[config.mk]
export PLATFORM = sky130hd
export DESIGN_NAME = imu_angle_frame_parser_unwrap
export DESIGN_NICKNAME = d
export VERILOG_FILES = /design/src/hdl/iafpu_pkg.sv /design/src/hdl/imu_angle_frame_parser_unwrap.sv
export SDC_FILE = /design/constraint.sdc
export NUM_CORES = 1
export LEC_CHECK = 0
export ABC_AREA = 1
export BUFFER_PORTS_ARGS = -buffer_cell sky130_fd_sc_hd__buf_2
export CAP_MARGIN = 30
export CORE_MARGIN = 5
export CORE_UTILIZATION = 50
export CTS_CLUSTER_DIAMETER = 80
export DETAILED_ROUTE_END_ITERATION = 8
export GPL_ROUTABILITY_DRIVEN = 0
export PLACE_DENSITY_LB_ADDON = 0.25
export SETUP_SLACK_MARGIN = 0.05
export SYNTH_ARGS = -nofsm -noshare
export SYNTH_HDL_FRONTEND = slang
export SYNTH_SLANG_ARGS = --single-unit
[constraint.sdc]
create_clock -name clk -period 10.53 [get_ports clk]
set_input_delay 1.053 -clock clk [delete_from_list [all_inputs] [get_ports clk]]
set_output_delay 1.053 -clock clk [all_outputs]
set_load 0.05 [all_outputs]
[src/hdl/iafpu_pkg.sv]
// ----------------------------------------------------------------------------
// IMU angle frame parser package
// Shared constants for the angle frame parser with yaw unwrap.
// ----------------------------------------------------------------------------
package iafpu_pkg;

	// Default geometry of a burst and turn counter width.
	localparam int FRAME_BYTES_DEF      = 11;
	localparam int FRAMES_PER_BURST_DEF = 3;
	localparam int TURN_BITS_DEF        = 16;

	// Frame codes.
	localparam logic [7:0] HEADER_BYTE = 8'h55;
	localparam logic [7:0] ANGLE_KIND  = 8'h53;

	// Register file.
	localparam int          PADDR_W             = 3;
	localparam int          PDATA_W             = 32;
	localparam logic        REG_IDX_THRESHOLD   = 1'b0;
	localparam logic [15:0] UNWRAP_THRESH_RESET = 16'd54613;

	// Stream widths.
	localparam int IN_TDATA_W  = 8;
	localparam int ANGLE_W     = 16;
	localparam int CONT_OUT_W  = 33;
	localparam int OUT_FIELD_W = 3 * ANGLE_W + CONT_OUT_W;
	localparam int OUT_TDATA_W = ((OUT_FIELD_W + 7) / 8) * 8;

endpackage

[src/hdl/imu_angle_frame_parser_unwrap.sv]
// ----------------------------------------------------------------------------
// IMU angle frame parser with yaw unwrap
// Parses serial bytes into angle frames and extends yaw with a turn counter.
// ----------------------------------------------------------------------------
// Result path: a yaw high byte that is accepted puts its result word into the
// output register, or into the skid stage while the output is stalled.
// Throughput: one byte per cycle while the skid stage is empty; the parser and
// unwrap logic sit between the byte handshake and the output register, and a skid
// stage keeps input open while one result waits. Reset clears the position, abort
// flag, frame type, previous yaw, turn count and sets the threshold to its default.
module imu_angle_frame_parser_unwrap #(
	parameter int FRAME_BYTES      = iafpu_pkg::FRAME_BYTES_DEF,
	parameter int FRAMES_PER_BURST = iafpu_pkg::FRAMES_PER_BURST_DEF,
	parameter int TURN_BITS        = iafpu_pkg::TURN_BITS_DEF
) (
	input  logic                                clk,
	input  logic                                arst_n,
	// Input byte stream.
	input  logic                                s_tvalid,
	output logic                                s_tready,
	input  logic [iafpu_pkg::IN_TDATA_W-1:0]    s_tdata,  // [7:0] rx_byte
	input  logic [0:0]                          s_tuser,  // [0] burst_start
	// Result stream.
	output logic                                m_tvalid,
	input  logic                                m_tready,
	// [15:0] pitch_raw, [31:16] roll_raw, [47:32] yaw_raw,
	// [80:48] yaw_continuous, [87:81] zero
	output logic [iafpu_pkg::OUT_TDATA_W-1:0]   m_tdata,
	// Configuration port.
	input  logic                                psel,
	input  logic                                penable,
	input  logic                                pwrite,
	input  logic [iafpu_pkg::PADDR_W-1:0]       paddr,
	input  logic [iafpu_pkg::PDATA_W-1:0]       pwdata,
	output logic [iafpu_pkg::PDATA_W-1:0]       prdata,
	output logic                                pready
);

	localparam int OFF_W  = $clog2(FRAME_BYTES);
	localparam int FRM_W  = $clog2(FRAMES_PER_BURST + 1);
	localparam int CONT_W = (TURN_BITS + 17 > iafpu_pkg::CONT_OUT_W) ?
		TURN_BITS + 17 : iafpu_pkg::CONT_OUT_W;
	localparam logic [TURN_BITS-1:0] TURN_MAX = {1'b0, {(TURN_BITS-1){1'b1}}};
	localparam logic [TURN_BITS-1:0] TURN_MIN = {1'b1, {(TURN_BITS-1){1'b0}}};

	// Control state.
	logic [OFF_W-1:0]     off_q;
	logic [FRM_W-1:0]     frm_q;
	logic                 abort_q;
	logic [7:0]           kind_q;
	logic [15:0]          prev_yaw_q;
	logic [TURN_BITS-1:0] turn_q;
	logic [15:0]          thresh_q;
	logic [15:0]          gather_q [3];

	// Output register and skid stage.
	logic                             m_valid_q;
	logic [iafpu_pkg::OUT_TDATA_W-1:0] m_data_q;
	logic                             skid_valid_q;
	logic [iafpu_pkg::OUT_TDATA_W-1:0] skid_data_q;

	logic                 acc;
	logic [7:0]           rx;
	logic [OFF_W-1:0]     off_cur, off_nxt, off_rel;
	logic [FRM_W-1:0]     frm_cur, frm_nxt;
	logic                 abort_cur, abort_nxt;
	logic [7:0]           kind_nxt;
	logic                 full;
	logic                 byte_en;
	logic                 emit;
	logic [1:0]           gidx;
	logic [15:0]          yaw_new;
	logic signed [16:0]   diff;
	logic signed [16:0]   thr_pos, thr_neg;
	logic                 turn_inc, turn_dec;
	logic [TURN_BITS-1:0] turn_nxt;
	logic [CONT_W-1:0]    cont_full;
	logic [iafpu_pkg::OUT_TDATA_W-1:0] res_data;
	logic                 res;
	logic                 out_free;
	logic                 cfg_wr;

	assign acc      = s_tvalid & s_tready;
	assign rx       = s_tdata;
	assign s_tready = ~skid_valid_q;

	// Byte position, abort and frame type handling.
	always_comb begin
		off_cur   = s_tuser[0] ? '0 : off_q;
		frm_cur   = s_tuser[0] ? '0 : frm_q;
		abort_cur = s_tuser[0] ? 1'b0 : abort_q;
		full      = (frm_cur == FRM_W'(FRAMES_PER_BURST));
		off_nxt   = off_cur;
		frm_nxt   = frm_cur;
		abort_nxt = abort_cur;
		kind_nxt  = kind_q;
		byte_en   = 1'b0;
		emit      = 1'b0;
		if (!full) begin
			if (off_cur == OFF_W'(FRAME_BYTES - 1)) begin
				off_nxt = '0;
				frm_nxt = frm_cur + 1'b1;
			end else begin
				off_nxt = off_cur + 1'b1;
			end
			if (!abort_cur) begin
				if (off_cur == '0) begin
					if (rx != iafpu_pkg::HEADER_BYTE) begin
						abort_nxt = 1'b1;
					end
				end else if (off_cur == OFF_W'(1)) begin
					kind_nxt = rx;
				end else if (kind_q == iafpu_pkg::ANGLE_KIND && off_cur <= OFF_W'(7)) begin
					byte_en = 1'b1;
					emit    = (off_cur == OFF_W'(7));
				end
			end
		end
	end

	// Angle bytes 2..7 map to pitch, roll, yaw; odd offsets are high bytes.
	assign off_rel = off_cur - OFF_W'(2);
	assign gidx    = off_rel[2:1];

	// Yaw unwrap: the jump is compared at 17 bits so it never wraps.
	always_comb begin
		yaw_new  = {rx, gather_q[2][7:0]};
		diff     = $signed({yaw_new[15], yaw_new}) - $signed({prev_yaw_q[15], prev_yaw_q});
		thr_pos  = $signed({1'b0, thresh_q});
		thr_neg  = -thr_pos;
		turn_dec = (diff > thr_pos) && (turn_q != TURN_MIN);
		turn_inc = (diff < thr_neg) && (turn_q != TURN_MAX);
		if (turn_inc) begin
			turn_nxt = turn_q + 1'b1;
		end else if (turn_dec) begin
			turn_nxt = turn_q - 1'b1;
		end else begin
			turn_nxt = turn_q;
		end
		cont_full = {{(CONT_W-TURN_BITS-16){turn_nxt[TURN_BITS-1]}}, turn_nxt, 16'h0000}
			+ {{(CONT_W-16){yaw_new[15]}}, yaw_new};
		res_data  = {{(iafpu_pkg::OUT_TDATA_W-iafpu_pkg::OUT_FIELD_W){1'b0}},
			cont_full[iafpu_pkg::CONT_OUT_W-1:0], yaw_new, gather_q[1], gather_q[0]};
	end

	assign res = acc & emit;

	always_ff @(posedge clk or negedge arst_n) begin
		if (!arst_n) begin
			off_q      <= '0;
			frm_q      <= '0;
			abort_q    <= 1'b0;
			kind_q     <= '0;
			prev_yaw_q <= '0;
			turn_q     <= '0;
		end else if (acc) begin
			off_q   <= off_nxt;
			frm_q   <= frm_nxt;
			abort_q <= abort_nxt;
			kind_q  <= kind_nxt;
			if (emit) begin
				prev_yaw_q <= yaw_new;
				turn_q     <= turn_nxt;
			end
		end
	end

	always_ff @(posedge clk) begin
		if (acc && byte_en) begin
			if (off_cur[0]) begin
				gather_q[gidx][15:8] <= rx;
			end else begin
				gather_q[gidx][7:0] <= rx;
			end
		end
	end

	// Output register with one skid entry.
	assign out_free = ~m_valid_q | m_tready;

	always_ff @(posedge clk or negedge arst_n) begin
		if (!arst_n) begin
			m_valid_q    <= 1'b0;
			skid_valid_q <= 1'b0;
		end else if (out_free) begin
			m_valid_q    <= skid_valid_q | res;
			skid_valid_q <= 1'b0;
		end else if (res) begin
			skid_valid_q <= 1'b1;
		end
	end

	always_ff @(posedge clk) begin
		if (out_free) begin
			m_data_q <= skid_valid_q ? skid_data_q : res_data;
		end else if (res) begin
			skid_data_q <= res_data;
		end
	end

	assign m_tvalid = m_valid_q;
	assign m_tdata  = m_data_q;

	// Configuration register.
	assign pready = 1'b1;
	assign cfg_wr = psel & penable & pwrite & pready &
		(paddr[2] == iafpu_pkg::REG_IDX_THRESHOLD);

	always_ff @(posedge clk or negedge arst_n) begin
		if (!arst_n) begin
			thresh_q <= iafpu_pkg::UNWRAP_THRESH_RESET;
		end else if (cfg_wr) begin
			thresh_q <= pwdata[15:0];
		end
	end

	assign prdata = (paddr[2] == iafpu_pkg::REG_IDX_THRESHOLD) ?
		{16'h0000, thresh_q} : '0;

endmodule

==> results.py, run 1 <==
metrics = {
    "floorplanning": {
        "ios": 174,
        "die_height_um": 169,
        "design.core.area_sq_um": 25000,
        "row_count": 58,
        "initial_core_util_pct": 50.4,
        "design.die.area_sq_um": 28500,
        "die_w_um": 169,
    },
    "timing": {
        "worst_slack_ps": 3960,
        "setup_viol": 0,
        "relSlewSlack_pct": 40.9,
        "skew_ps": 11.9,
        "worst_pin_slew_ps": 887,
        "final_hold_viol_count": 0,
        "min_period_over_period_pct": 62.4,
        "fin_hold_ws_ps": 449,
        "slew_viol_final": 0,
        "setup-tns-final_ps": 0,
        "final.min_clock_period_ps": 6570,
        "fmax_mhz": 152,
        "rsz0062_at_grt": "false",
    },
    "yosys": {
        "synth_mux_area_share_pct": 0,
        "ys_top_cells_by_area": "edfxtp_1, nand2_1, dfrtp_1",
        "post-synth-top-area-cell": "edfxtp_1",
        "synth-seq-cells": 235,
        "synth_compound_area_share_pct": 6.56,
        "synth_cell_types": 46,
        "synth_most_common_cell": "nand2_1",
        "synth_seq_area_share_pct": 53.4,
        "synth_edf_count": 170,
        "synth_top_family_by_area": "simple AND/OR/NAND/NOR gates",
        "ys_async_sr_fraction_pct": 27.7,
        "synth_fa_ha_area_share_pct": 7.06,
        "ys.flop_type": "edfxtp_1",
        "yosysWarnings": 0,
        "synth_cells": 1353,
        "synthTopCellsByCount": "nand2_1, edfxtp_1, inv_1, nor2_1, ha_1",
        "synth_top_area_share_pct": 40.5,
        "syn_avg_cell_area_sq_um": 9.33,
        "synth-simple-area-share_pct": 21.2,
        "synthXorXnorAreaFrac_pct": 4.09,
        "synth_area_sq_um": 12600,
    },
    "cts": {
        "clockBufferDepth": 3,
        "insertion_delay_ps": 530,
        "cts_hold_buffers": 0,
        "clkTransAtPathRegs_ps": 60,
        "h-tree-depth": 1,
        "cts_setup_buffers": 0,
        "cts_tree": "built",
        "numClockSinks": 235,
        "cts-root-buf": "clkbuf_16",
        "cts_resized": 0,
        "cts_buffers": 24,
    },
    "critical_path": {
        "critical_path.max_stage_delay_ps": 490,
        "start_kind": "register",
        "crit_arrival_ps": 6860,
        "crit_path_max_fanout": 31,
        "timing.critical_path.buf_inv": 6,
        "critPathCaptureType": "register",
        "crit_top_cell": "nand2_1",
        "slowest_stage": "nand3_2",
        "crit_type": "reg2reg",
        "cp_top_family": "simple AND/OR/NAND/NOR gates",
        "critPathRequiredTime_ps": 10810,
    },
    "grt": {
        "track_usage_pct": 18.1,
        "gr-total-overflow": 0,
        "antenna_found_initial": 0,
        "grt_max_degree": 76,
        "grt_pass1_vias": 8661,
        "grt_first_pass_wirelength_um": 42600,
    },
    "routing": {
        "routed_via_density": 5.04,
        "drc": 0,
        "wl_per_cell_um": 14.4,
        "drtIter0Drc": 588,
        "first_pass_iters": 5,
        "antenna_left": 0,
        "vias": 9125,
        "routed_wl_um": 26100,
    },
    "power_and_ir_drop": {
        "p_per_area_nw_per_um2": 172,
        "p_total_mw": 2.43,
        "leakage_nw": 6.57,
        "vdd_ir_drop_max_uv": 127,
    },
    "placed_design": {
        "dpl_worst_slack_ps": 3470,
        "dp_hpwl_um": 18400,
        "placed_area_sq_um": 13400,
        "io_buffers": 131,
        "dp.cells": 1768,
    },
    "job": {
        "cap_violations": 0,
    },
    "min_path": {
        "hold_class": "reg2reg",
    },
    "layout": {
        "design_area_sq_um": 14100,
        "nets": 1585,
        "area_growth_pct": 12.0,
        "fin_cells": 1812,
        "n_antenna_cell": 0,
        "post-route-util_pct": 56.4,
        "drive_above_1_share_pct": 14.8,
    },
    "outcome": {
        "status": "completed",
    },
}
## flip-flops by register name, summed over array words and instances (netlist names)
signal        flops
prev_yaw_q       16
gather_q         40
kind_q            8
m_tvalid          1
m_tdata          65
frm_q             2
off_q             4
skid_data_q      65
thresh_q         16
abort_q           1
turn_q           16
skid_valid_q      1
## cell type report
class                   count  area (sq um)
fillers                  2224         10900
clock inverters            16           125
well taps                 330           413
repair buffers            142           741
clock buffers              28           616
flip-flops and latches    235          6740
inverters                 128           480
multi-input cells         933          5010
## cells in the final DEF (no fill, tap or decap), types with 5 or more instances in the layout
cell type  netlist  routed
nand2_1        410     409
edfxtp_1       170     170
buf_2           10     133
inv_1          123     122
nor2_1          85      84
ha_1            68      68
nand3_1         66      66
dfrtp_1         56      55
a21oi_1         54      54
o21ai_0         53      53
xor2_1          50      50
conb_1           2      24
clkbuf_16        0      24
nor3_1          20      20
nand4_1         17      17
a21boi_1        11      11
nor4_1           9       9
xnor2_1          9       9
dfstp_2          9       9
buf_4           42       8
nand2_2          5       6
inv_2            5       6
clkinv_2         0       6
nor3_2           6       5
## cells by family (layout without fill, tap and decap cells)
kind of cell	Yosys count	in the layout
compound gates	147	147
simple gates	633	633
other cells	2	24
xor+xnor	59	59
buf+inv	207	314
fa+ha+maj	70	70
flops	235	235
## where the power goes
part / switching, mW / total (mW) / internal (mW)
clock network: 0.354 / 0.801 / 0.447
registers: 0.0310 / 1.10 / 1.07
logic: 0.384 / 0.526 / 0.142
## worst paths after layout
kind	from	endpoint	slack, ps	cells past startpoint
max	gather_q[2][0]$_DFFE_PP_	m_tdata[79]$_DFFE_PN_	3960	36
min	gather_q[1][4]$_DFFE_PP_	skid_data_q[20]$_DFFE_PP_	450	0
max reg2reg	gather_q[2][0]$_DFFE_PP_	m_tdata[79]$_DFFE_PN_	3960	36
min reg2reg	gather_q[1][4]$_DFFE_PP_	skid_data_q[20]$_DFFE_PP_	450	0
max in group asynchronous	arst_n	skid_valid_q$_DFFE_PN0P_	9190	2
min in group asynchronous	arst_n	kind_q[5]$_DFFE_PN0P_	720	2
## metal layers
metal	vias up	track usage, %	routed length [um]	share of wire, %
met2	245	31.1	12400	48
met5	-	0	0	0
met1	4185	24.5	11700	45
li1	4659	-	-	-
met3	36	2.36	1510	5.8
met4	0	4.23	486	1.9
Power figures use the tool's default switching activity.
==> run 2: changes to the inputs <==
clock period = 5.75 ns   (was 10.53 ns; I/O delays follow)
==> results.py, run 2 (synthesized netlist as in run 1, its figures left out) <==
metrics = {
    "outcome": {
        "status": "completed",
    },
    "routing": {
        "routed_via_density": 5.06,
        "drc": 0,
        "vias": 9370,
        "antenna_left": 0,
        "drtIter0Drc": 561,
        "first_pass_iters": 5,
        "wl_per_cell_um": 14.6,
        "routed_wl_um": 27000,
    },
    "critical_path": {
        "crit_top_cell": "nand2_1",
        "r2r_start": "gather_q[2][0]$_DFFE_PP_",
        "crit_path_max_fanout": 8,
        "crit_arrival_ps": 5710,
        "worstSetupStartpoint": "gather_q[2][0]$_DFFE_PP_",
        "slowest_stage": "edfxtp_1",
        "crit_type": "reg2reg",
        "critPathCaptureType": "register",
        "rrSetupSlack_ps": 310,
        "start_kind": "register",
        "critPathRequiredTime_ps": 6030,
        "critical_path.max_stage_delay_ps": 410,
    },
    "cts": {
        "cts_buffers": 26,
        "h-tree-depth": 1,
        "cts_tree": "built",
        "cts-root-buf": "clkbuf_16",
        "clkTransAtPathRegs_ps": 70,
        "insertion_delay_ps": 540,
        "numClockSinks": 235,
        "clockBufferDepth": 3,
    },
    "floorplanning": {
        "design.core.area_sq_um": 25000,
        "die_w_um": 169,
        "row_count": 58,
        "design.die.area_sq_um": 28500,
        "ios": 174,
        "initial_core_util_pct": 50.4,
        "die_height_um": 169,
    },
    "layout": {
        "nets": 1624,
        "design_area_sq_um": 14800,
        "final_common_cell": "nand2_1",
        "area_growth_pct": 17.7,
        "fill_cells": 2108,
        "layout_common_cells": "nand2_1, edfxtp_1, buf_2",
        "multi_input_area_sq_um": 5220,
        "regArea_sq_um": 6740,
        "drive_above_1_share_pct": 19.5,
        "n_antenna_cell": 0,
    },
    "grt": {
        "grt_max_degree": 76,
        "antenna_found_initial": 0,
        "track_usage_pct": 18.3,
        "gr-total-overflow": 0,
        "grt_first_pass_wirelength_um": 43000,
        "grt_pass1_vias": 8652,
    },
    "min_path": {
        "hold_class": "in2async",
    },
    "timing": {
        "worst_slack_ps": 314,
        "min_period_over_period_pct": 94.5,
        "slew_viol_final": 0,
        "relSlewSlack_pct": 41.3,
        "setup_viol": 0,
        "skew_ps": 22.7,
        "fmax_mhz": 184,
        "worst_pin_slew_ps": 880,
        "final.min_clock_period_ps": 5440,
        "final_hold_viol_count": 0,
    },
    "job": {
        "cap_violations": 0,
    },
    "placed_design": {
        "dp_hpwl_um": 18600,
        "io_buffers": 131,
        "dpl_worst_slack_ps": 70.7,
        "placed_area_sq_um": 13500,
    },
    "power_and_ir_drop": {
        "leakage_nw": 6.86,
        "p_per_area_nw_per_um2": 328,
        "vdd_ir_drop_max_uv": 233,
    },
}
-- run 2: cell types whose count changed in the layout (fill, tap and decap cells not counted), moves of 3 or more --
cell and change:
and2_1 -3, a21oi_1 -3, and2_4 +3, inv_1 -4, bufinv_16 +5, ha_4 +7
a21oi_2 +3, nand3_1 -3, clkinv_2 -6, ha_1 -7, buf_4 +34, o21ai_0 -4
nand2_1 -4, o21ai_2 +4
-- run 2: area by class of cell --
class                      instances  share of cell area [%]
timing repair buffer             179                    7.04
tap                              330                    2.78
multi-input combinational        933                    35.1
sequential                       235                    45.4
clock buffer                      28                    4.43
inverter                         128                    3.27
clock inverter                    20                    1.93
-- run 2: path summary, 6_finish.rpt --
kind,end,cells after the start
setup / recovery,m_tdata[80]$_DFFE_PN_,34
hold / removal,turn_q[12]$_DFFE_PN0P_,2
setup reg to reg,m_tdata[80]$_DFFE_PN_,34
hold reg to reg,skid_data_q[17]$_DFFE_PP_,0
max in group asynchronous,skid_valid_q$_DFFE_PN0P_,2
min in group clk,thresh_q[15]$_DFFE_PN1P_,3
-- run 2: critical path, delay by kind of cell (launching register included) --
kind | cells | cell delay (ps)
buffers and inverters | 5 | 500
DFF | 1 | 410
adders and majority gates | 4 | 1100
xor gates and xnor gates | 1 | 270
and+or+nand+nor | 17 | 1850
AOI/OAI and AO/OA | 7 | 1060
-- run 2: power by group --
group / switching [mW] / leakage [nW] / internal (mW) / total, mW
Combinational: 0.736 / 4.02 / 0.320 / 1.06
Clock: 0.693 / 0.446 / 1.11 / 1.80
Sequential: 0.0539 / 2.38 / 1.96 / 2.01
Total: 1.48 / 6.86 / 3.39 / 4.87
-- run 2: timing repair --
action | CTS | global route
hold buffers | 0 | 0
pin swaps | 0 | 28
setup buffers | 0 | 16
endpoints found under the setup margin | 4 | 20
gates resized for setup | 2 | 57
-- run 2: layer usage --
layer	global-route usage, %	vias to the layer above	share of wire [%]
li1	-	4749	-
met1	25.1	4333	45
met2	30.8	246	48
met3	2.64	42	5.5
met4	4.45	0	1.9
met5	0	-	0
-- run 2: through the flow --
stage	setup TNS [ps]	hold slack, ps	util [%]	std cells	power [mW]
finish	0	246	59.3	1853	4.87
global route	-65.0	261	59.3	1853	5.10
CTS	0	251	57.9	1835	4.85
detailed placement	0	434	54.1	1787	3.03
global placement	0	430	54.0	1786	3.01
floorplan	0	279	-	1375	2.80
